$ cat src/hdl/rpn_pkg.sv
package rpn_pkg;

  localparam int unsigned StackDepthDefault = 128;

  localparam logic [2:0] CMD_PUSH = 3'd0;
  localparam logic [2:0] CMD_ADD  = 3'd1;
  localparam logic [2:0] CMD_SUB  = 3'd2;
  localparam logic [2:0] CMD_MUL  = 3'd3;
  localparam logic [2:0] CMD_DIV  = 3'd4;

  localparam logic signed [31:0] Q_MAX = 32'sh7fffffff;
  localparam logic signed [31:0] Q_MIN = 32'sh80000000;

  // Result item: highest bit first.
  typedef struct packed {
    logic        saturated;
    logic        divide_by_zero;
    logic [1:0]  underflow_pops;
    logic        push_dropped;
    logic        result_shown;
    logic [31:0] result_value;
  } rpn_result_t;

endpackage

$ cat src/hdl/rpn_div.sv
// Restoring divider: unsigned num / den, one quotient bit per cycle, 49 bits.
module rpn_div
  import rpn_pkg::*;
(
  input  logic        clk,
  input  logic        rst_n,
  input  logic        start,
  input  logic [48:0] num,
  input  logic [31:0] den,
  output logic        done,
  output logic [48:0] quot
);

  logic [48:0] q_r;
  logic [32:0] rem_r;
  logic [31:0] den_r;
  logic [5:0]  cnt_r;
  logic        busy_r;
  logic        done_r;
  logic [33:0] trial;

  assign trial = {rem_r, q_r[48]} - {2'b00, den_r};

  always_ff @(posedge clk) begin
    if (!rst_n) begin
      busy_r <= 1'b0;
      done_r <= 1'b0;
    end else begin
      done_r <= 1'b0;
      if (start) begin
        busy_r <= 1'b1;
        cnt_r  <= 6'd0;
        q_r    <= num;
        rem_r  <= '0;
        den_r  <= den;
      end else if (busy_r) begin
        if (!trial[33]) begin
          rem_r <= trial[32:0];
          q_r   <= {q_r[47:0], 1'b1};
        end else begin
          rem_r <= {rem_r[31:0], q_r[48]};
          q_r   <= {q_r[47:0], 1'b0};
        end
        cnt_r <= cnt_r + 6'd1;
        if (cnt_r == 6'd48) begin
          busy_r <= 1'b0;
          done_r <= 1'b1;
        end
      end
    end
  end

  assign done = done_r;
  assign quot = q_r;

endmodule

$ cat config.mk
export PLATFORM = sky130hd
export DESIGN_NAME = rpn_div
export DESIGN_NICKNAME = d
export VERILOG_FILES = /design/src/hdl/rpn_pkg.sv /design/src/hdl/rpn_div.sv
export SDC_FILE = /design/constraint.sdc
export NUM_CORES = 1
export LEC_CHECK = 0
export ABC_CLOCK_PERIOD_IN_PS = 4000
export BUFFER_PORTS_ARGS = -buffer_cell sky130_fd_sc_hd__buf_4
export CAP_MARGIN = 20
export CORE_ASPECT_RATIO = 1.5
export CORE_MARGIN = 2
export CORE_UTILIZATION = 40
export CTS_CLUSTER_DIAMETER = 30
export DETAILED_ROUTE_END_ITERATION = 8
export PLACE_DENSITY = 0.68
export SLEW_MARGIN = 20
export SYNTH_ARGS = -nofsm -noshare
export SYNTH_HDL_FRONTEND = slang
export SYNTH_SLANG_ARGS = --single-unit
$ cat constraint.sdc
create_clock -name clk -period 4 [get_ports clk]
set_input_delay 0.8 -clock clk [delete_from_list [all_inputs] [get_ports clk]]
set_output_delay 0.8 -clock clk [all_outputs]
set_load 0.01 [all_outputs]
==> results of run 1 <==
area by class of cell:
| cell class | instances | area, µm² |
|---|---|---|
| Fill cell | 1453 | 8080 |
| Sequential cell | 122 | 3640 |
| Multi-Input combinational cell | 405 | 2950 |
| Timing Repair Buffer | 145 | 1100 |
| Clock buffer | 17 | 425 |
| Tap cell | 210 | 263 |
| Inverter | 44 | 165 |
| Clock inverter | 14 | 140 |
metal layers:
metal / GRT usage (%) / vias to the layer above / routed length, µm
met3: 5.94 / 20 / 1030
met5: 0 / - / 0
li1: - / 2529 / -
met1: 19.7 / 2538 / 6370
met2: 33.8 / 161 / 8610
met4: 8.24 / 0 / 335
per-stage QoR:
step	setup slack, ps	cell area [µm²]	util (%)	hold slack [ps]	cells
floorplan	410	6860	-	490	598
global placement	606	8120	48.5	529	926
detailed placement	517	8120	48.5	527	926
CTS	487	8690	51.8	535	957
global route	274	8690	51.8	531	957
finish	505	8690	51.8	535	957
cell usage after synthesis (5+ instances only):
cell type,count,area (µm²)
sky130_fd_sc_hd__inv_1,44,165
sky130_fd_sc_hd__o21ai_0,43,215
sky130_fd_sc_hd__nand2_1,27,101
sky130_fd_sc_hd__ha_1,34,425
sky130_fd_sc_hd__a21o_1,10,75.1
sky130_fd_sc_hd__xor2_1,13,114
sky130_fd_sc_hd__clkbuf_1,16,60.1
sky130_fd_sc_hd__mux2_2,49,552
sky130_fd_sc_hd__buf_2,6,30.0
sky130_fd_sc_hd__o21bai_1,8,60.1
sky130_fd_sc_hd__a21oi_1,61,305
sky130_fd_sc_hd__nand3_1,29,145
sky130_fd_sc_hd__nor2_1,22,82.6
sky130_fd_sc_hd__or3_1,6,37.5
sky130_fd_sc_hd__nor3_1,5,25.0
sky130_fd_sc_hd__edfxtp_1,120,3600
sky130_fd_sc_hd__nand4_1,7,43.8
sky130_fd_sc_hd__nor2b_1,6,37.5
sky130_fd_sc_hd__o21a_1,10,75.1
sky130_fd_sc_hd__xnor2_1,16,140
sky130_fd_sc_hd__o211ai_1,7,52.6
cell families (layout without fill, tap and decap cells):
group / after synthesis / in the layout
compound gates: 171 / 171
flops: 122 / 122
simple gates: 121 / 121
buf+inv: 71 / 220
mux: 49 / 49
fa+ha+maj: 35 / 35
xor+xnor: 29 / 29
power by group through the flow:
stage | Clock (W) | Combinational [W] | Sequential, W
floorplan | 0 | 0.000689 | 0.00163
global placement | 0 | 0.000978 | 0.00162
detailed placement | 0 | 0.000994 | 0.00163
CTS | 0.00150 | 0.00100 | 0.00160
global route | 0.00155 | 0.00112 | 0.00162
finish | 0.00147 | 0.000999 | 0.00160
worst min path at each step:
stage	start	end	slack [ps]	cells past startpoint
finish	busy_r$_SDFF_PN0_	done$_SDFF_PP0_	540	1
global route	den[2]	den_r[2]$_DFFE_PP_	530	1
CTS	den[3]	den_r[3]$_DFFE_PP_	540	1
global placement	busy_r$_SDFF_PN0_	done$_SDFF_PP0_	530	1
floorplan	busy_r$_SDFF_PN0_	done$_SDFF_PP0_	490	1
detailed placement	busy_r$_SDFF_PN0_	done$_SDFF_PP0_	530	1
flip-flops by register name (all words and copies together), names as in the netlist:
name / cells
quot: 49
rem_r: 33
den_r: 32
cnt_r: 6
busy_r: 1
done: 1
cell usage in the layout, fill, tap and decap left out, types with 2 or more instances in the layout:
master,count
sky130_fd_sc_hd__buf_4,144
sky130_fd_sc_hd__edfxtp_1,120
sky130_fd_sc_hd__a21oi_1,61
sky130_fd_sc_hd__mux2_2,49
sky130_fd_sc_hd__inv_1,44
sky130_fd_sc_hd__o21ai_0,43
sky130_fd_sc_hd__ha_1,34
sky130_fd_sc_hd__nand3_1,29
sky130_fd_sc_hd__nand2_1,27
sky130_fd_sc_hd__nor2_1,22
sky130_fd_sc_hd__clkbuf_16,17
sky130_fd_sc_hd__xnor2_1,16
sky130_fd_sc_hd__xor2_1,13
sky130_fd_sc_hd__a21o_1,10
sky130_fd_sc_hd__o21a_1,9
sky130_fd_sc_hd__o211ai_1,7
sky130_fd_sc_hd__nand4_1,7
sky130_fd_sc_hd__o21bai_1,7
sky130_fd_sc_hd__nor2b_1,6
sky130_fd_sc_hd__or3_1,6
sky130_fd_sc_hd__nor3_1,5
sky130_fd_sc_hd__inv_6,5
sky130_fd_sc_hd__a31oi_1,4
sky130_fd_sc_hd__clkinv_4,4
sky130_fd_sc_hd__and3_1,3
sky130_fd_sc_hd__o2111ai_1,3
sky130_fd_sc_hd__and4_1,3
sky130_fd_sc_hd__a211oi_1,3
sky130_fd_sc_hd__a311oi_1,3
sky130_fd_sc_hd__o21ai_1,2
sky130_fd_sc_hd__and2_1,2
sky130_fd_sc_hd__o31ai_1,2
sky130_fd_sc_hd__o31a_1,2
sky130_fd_sc_hd__or4b_1,2
sky130_fd_sc_hd__nand3b_1,2
sky130_fd_sc_hd__a31o_2,2
sky130_fd_sc_hd__dfxtp_1,2
sky130_fd_sc_hd__clkinvlp_4,2
==> metrics.md, run 1 <==
| Metric | Value |
|---|---|
| Initial cell density of the core | slightly above 40% |
| Synthesized flop and latch total | 122 |
| Grt total ovfl | 0 |
| Sum Neg Setup Slack | 0 ps |
| Total wirelength of the detailed-routed design | 16.3 mm |
| Fraction of power consumed by sequential logic | between 30% and 40% |
| Signal arrival time at the worst endpoint | about 3700 ps |
| CTS hold repair buffers | 0 |
| Share of synthesized cell area in full adder, half adder and majority cells | under 10% |
| Synth Instances | 598 |
| Clock Skews | 8.42 ps |
| Number of top-level design ports | 134 |
| Leakage power total | 3.52 nW |
| Post-detailed-route wirelength per cell | 17.1 µm |
| Vias per cell | 5.48 |
| EDFF count, synth | 120 |
| Main combinational cell family by area after synthesis | compound AO/OA/AOI/OAI gates |
| Port Buffers | 133 |
| Peak VDD IR | 0.286 mV |
| Worst hold-check path type | reg2reg |
| Antenna Diode Count | 0 |
| Buffer levels on the longest clock path | 2 |
| Fin. Hold Viols | 0 |
| Nets | between 800 and 900 |
| Time the final worst path needs with I/O delays and setup | 3490 ps |
| Total Power Consumption | 0.00407 W |
| Final Cycle Share | 87.4% |
| Reported max-cap violation count | 0 |
| Total number of yosys warnings | 0 |
| Slew at the pin with the worst max-slew slack | 784 ps |
| Highest attainable clock frequency | between 200 and 300 MHz |
| Iter 0 DRT Violations | around 220 |
| Slowest cell on the critical path | sky130_fd_sc_hd__o41ai_1 |
| Largest stage delay, worst path | 720 ps |
| Number of sinks handled by clock tree synthesis | 122 |
| Synth Cell Area | 6860 µm² |
| Final HPWL DP | 11.7 mm |
| Last weighted congestion value of the routability-driven placer | 0.905 |
| Register area share after synthesis | between 50% and 60% |
| Mean post-synth cell area | roughly 11 µm² |
| Area of the die | 18200 µm² |
| Worst setup path startpoint | rem_r[25]$_SDFFCE_PP0P_ |
| Critical register-to-register path endpoint | rem_r[32]$_SDFFCE_PP0P_ |
| Number of max-slew violations in the final report | 0 |
| Largest net degree at the start of global routing | 60 |
| Horizontal die dimension | 111 µm |
| Number of cell rows | 58 |
| Initial antenna violation count | 0 |
| Insertion delay of the later-clocked pin in the worst-skew pair | 420 ps |
| Unrepaired setup endpoints after global routing | false |
| Post-CTS setup buffer count | 0 |
| Kind of capture point of the worst setup path | register |
| Synth Area in Simple Gates | 9.26% |
| Post-synth ARST share | 0% |
| Sort of element at the start of the critical path | register |
| Worst-path fanout max | 33 |
| Wire length of the first global-routing pass | 26.9 mm |
| Outcome | complete, no violations |
| Multiplexer share of the synthesized area | 8.04% |
| Net count after synthesis | 717 |
| Final ANT Viol Nets | 0 |
| Total via count after detailed routing | 5248 |
| Net switching power | 0.00121 W |
| Num CTS Buffers | 17 |
| Power density over the cells | 469 nW/µm² |
| Pre-antenna DRT Iters | 6 |
| Combinational share of power | 24.5% |
| Clock network power share | 36.1% |
| Area of the core region | 16800 µm² |
| Top_reg_cell synth | sky130_fd_sc_hd__edfxtp_1 |
| Setup slack, reg-to-reg | 510 ps |
| Worst setup path end | rem_r[32]$_SDFFCE_PP0P_ |
| Relative slew slack | 47.1% |
| Worst r2r src | rem_r[25]$_SDFFCE_PP0P_ |
| CTS tree | done |
| Area share of xor/xnor cells in the synthesized design | 3.70% |
| Share of post-route cells with drive strength above 1 | 32.0% |
| CTS root buf | sky130_fd_sc_hd__clkbuf_16 |
| Sw Ratio | 29.7% |
| Vert. Die Dim | 164 µm |
| Quantity of gates resized following cts | 0 |
| Reg clk slew, reported paths | 60 ps |
| Final setup violation count | 0 |
| Levels on crit path | 9 |
| Sequence of cells on the critical path | ha_1 > a21o_1 > a21o_1 > a21oi_2 > o21ai_1 > o41ai_1 > o21ba_2 > a2111oi_2 > mux2_2 |
| Synthesis-to-finish area growth | 26.6% |
| Number of global-route vias before repair | 5547 |
| Post-synth cell types | 56 |
| Internal power consumption | 0.00286 W |
| Critical setup path kind | reg2reg |
| Synth Area in Compound Gates | 15.3% |
| Crit path max-delay family | compound AO/OA/AOI/OAI gates |
| Cell with the most instances on the worst path | sky130_fd_sc_hd__a21o_1 |
| Bufs and invs on worst path | 0 |
| Logic depth of the worst register-to-register path | 9 |
| Worst path required time | 4170 ps |
| Global-route total usage across every layer | between 10% and 20% |
| Total DRC errors in the routed layout | 0 |
| Level count of the clock H-tree | 4 |
Note: power is estimated with default switching activity, not from simulation.
==> run 2, diff against run 1 <==
Settings changed: CELL_PAD_IN_SITES_DETAIL_PLACEMENT from default to 0, CELL_PAD_IN_SITES_GLOBAL_PLACEMENT from default to 1, CORE_MARGIN 2 to default, PLACE_DENSITY 0.68 to 0.81.
==> run 2 against run 1 <==
Net effect:
- design area rose by 0.30%
- utilization up 0.16 points
- combinational power decreased by 0.6%
- sequential power barely moved
- non-clock buffer count fell by 3
- final cell count shrank 0.21%
- routed wire length increased by 0.38%
- fmax decreased by 0.34%
- die area decreased by 3.0%
- largest power group is now the clock network
==> metrics.md, run 2 (synthesis gave the netlist of run 1 again) <==
| Metric | Value |
|---|---|
| Reported max-cap violation count | 0 (unchanged) |
| Multi-input combinational cell area | 2950 µm² (unchanged) |
| Pre-antenna DRT Iters | 4 (-2) |
| Iter 0 DRT Violations | 270 (+25%) |
| Number of top-level design ports | 134 (unchanged) |
| Level count of the clock H-tree | 4 (unchanged) |
| Area of the die | 17700 µm² (-3.0%) |
| FF/Latch Area | 3640 µm² (unchanged) |
| Antenna Diode Count | 0 (unchanged) |
| Total DRC errors in the routed layout | 0 (unchanged) |
| Kind of capture point of the worst setup path | register |
| Leakage power total | 3.53 nW (about the same) |
| Most frequent cells in the layout | sky130_fd_sc_hd__buf_4 (141), sky130_fd_sc_hd__edfxtp_1 (120), sky130_fd_sc_hd__a21oi_1 (61), sky130_fd_sc_hd__mux2_2 (49), sky130_fd_sc_hd__inv_1 (44) |
| Peak VDD IR | 0.325 mV (+13%) |
| Wire length of the first global-routing pass | 26.8 mm (-0.26%) |
| Total via count after detailed routing | 5161 (-1.7%) |
| Sequence of cells on the critical path | ha_1 > a21o_1 > a21o_1 > a21oi_2 > o21ai_1 > o41ai_1 > o21ba_2 > a2111oi_2 > mux2_2 |
| Vias per cell | 5.40 (-1.5%) |
| Final setup violation count | 0 (unchanged) |
| CTS root buf | sky130_fd_sc_hd__clkbuf_16 |
| Buffer levels on the longest clock path | 2 (unchanged) |
| Initial antenna violation count | 0 (unchanged) |
| Worst hold-check path type | reg2reg |
| Area of the core region | 16800 µm² (unchanged) |
| Insertion delay of the later-clocked pin in the worst-skew pair | 430 ps (about the same) |
| Power density over the cells | 483 nW/µm² (+3.0%) |
| Post-detailed-route wirelength per cell | 17.2 µm (+0.59%) |
| Highest attainable clock frequency | 285 MHz (-0.34%) |
| Global-route total usage across every layer | 19.9% (+1.3 points) |
| Slew at the pin with the worst max-slew slack | 810 ps (+26.6 ps) |
| Time the final worst path needs with I/O delays and setup | 3510 ps (+11.9 ps) |
| Final ANT Viol Nets | 0 (unchanged) |
| Sort of element at the start of the critical path | register |
| Signal arrival time at the worst endpoint | 3670 ps (about the same) |
| Grt total ovfl | 0 (unchanged) |
| Horizontal die dimension | 109 µm (-1.8%) |
| Slowest cell on the critical path | sky130_fd_sc_hd__o41ai_1 |
| Number of global-route vias before repair | 5526 (-0.38%) |
| Vert. Die Dim | 162 µm (-1.2%) |
| Largest stage delay, worst path | 710 ps (about the same) |
| Synthesis-to-finish area growth | 27.0% |
| Fill count | 1471 (+1.2%) |
| Last weighted congestion value of the routability-driven placer | 0.878 (-3.0%) |
| Number of sinks handled by clock tree synthesis | 122 (unchanged) |
| Quantity of gates resized following cts | 0 (unchanged) |
| Cell with the most instances on the worst path | sky130_fd_sc_hd__a21o_1 |
| Relative slew slack | 46.0% (-1.1 points) |
| Most common cell after layout, fill and taps aside | sky130_fd_sc_hd__buf_4 |
| Post-CTS setup buffer count | 0 (unchanged) |
| Final HPWL DP | 11.5 mm (-2.4%) |
| Total Power Consumption | 0.00421 W (+3.4%) |
| Reg clk slew, reported paths | 60 ps (about the same) |
| Critical setup path kind | reg2reg |
| Total wirelength of the detailed-routed design | 16.4 mm (+0.38%) |
| Final Cycle Share | 87.7% (+0.30 points) |
| Largest net degree at the start of global routing | 54 (-10%) |
| Nets | 851 (-0.35%) |
| Num CTS Buffers | 17 (unchanged) |
| Number of max-slew violations in the final report | 0 (unchanged) |
| Initial cell density of the core | 40.9% (unchanged) |
| Fin. Hold Viols | 0 (unchanged) |
| Sum Neg Setup Slack | 0 ps (unchanged) |
| CTS hold repair buffers | 0 (unchanged) |
| Outcome | complete, no violations |
| Unrepaired setup endpoints after global routing | false |
| Number of cell rows | 58 (unchanged) |
| Share of post-route cells with drive strength above 1 | 31.7% (-0.32 points) |
| Clock Skews | 20.2 ps (+11.8 ps) |
| Max reg flops | 49 (unchanged) |
| Worst-path fanout max | 33 (unchanged) |
| CTS tree | done |
| Port Buffers | 133 (unchanged) |
| Worst path required time | 4170 ps (about the same) |
-- run 2: cell count changes in the layout (fill, tap and decap cells not counted), sizes merged --
cell,before,now
clkinvlp,2,3
buf,145,142
clkinv,5,3
bufinv,1,3
-- run 2: stage by stage --
step	cell area, µm²	std cells	hold WS (ps)	util, %	worst slack, ps
after CTS	8710	955	534	52.0	486
after global routing	8710	955	538	52.0	272
after global placement	8100	923	518	48.3	599
after detailed placement	8100	923	534	48.3	502
final	8710	955	541	52.0	493
after floorplan	6860	598	490	-	410
-- run 2: layer usage --
| layer | global-route usage [%] | routed length, µm |
|---|---|---|
| met5 | 0 | 0 |
| met2 | 34.8 | 8610 |
| met4 | 10.9 | 453 |
| met3 | 5.40 | 1060 |
| met1 | 21.2 | 6290 |
-- run 2: worst paths after layout --
check,cells after the start,startpoint,endpoint,slack [ps]
worst min-delay path,1,busy_r$_SDFF_PN0_,done$_SDFF_PP0_,540
worst min register to register,1,busy_r$_SDFF_PN0_,done$_SDFF_PP0_,540
worst max-delay path,9,rem_r[25]$_SDFFCE_PP0P_,rem_r[32]$_SDFFCE_PP0P_,490
worst max register to register,9,rem_r[25]$_SDFFCE_PP0P_,rem_r[32]$_SDFFCE_PP0P_,490
-- run 2: cell type report --
cell class              instances  area share, %
flip-flops and latches        122           41.8
clock inverters                15           2.17
clock buffers                  17           4.88
multi-input cells             405           33.9
inverters                      44           1.90
well taps                     210           3.02
repair buffers                142           12.4
-- run 2: critical path: cells and delay by family (launching register included) --
kind | cells | cell delay [ps]
AOI/OAI and AO/OA | 7 | 2190
DFF | 1 | 390
adders and majority gates | 1 | 360
muxes | 1 | 310
-- run 2: power breakdown --
part | internal (W) | total [W] | switching [W]
Combinational | 0.000443 | 0.000993 | 0.000550
Clock | 0.000992 | 0.00161 | 0.000619
Sequential | 0.00155 | 0.00160 | 0.0000538
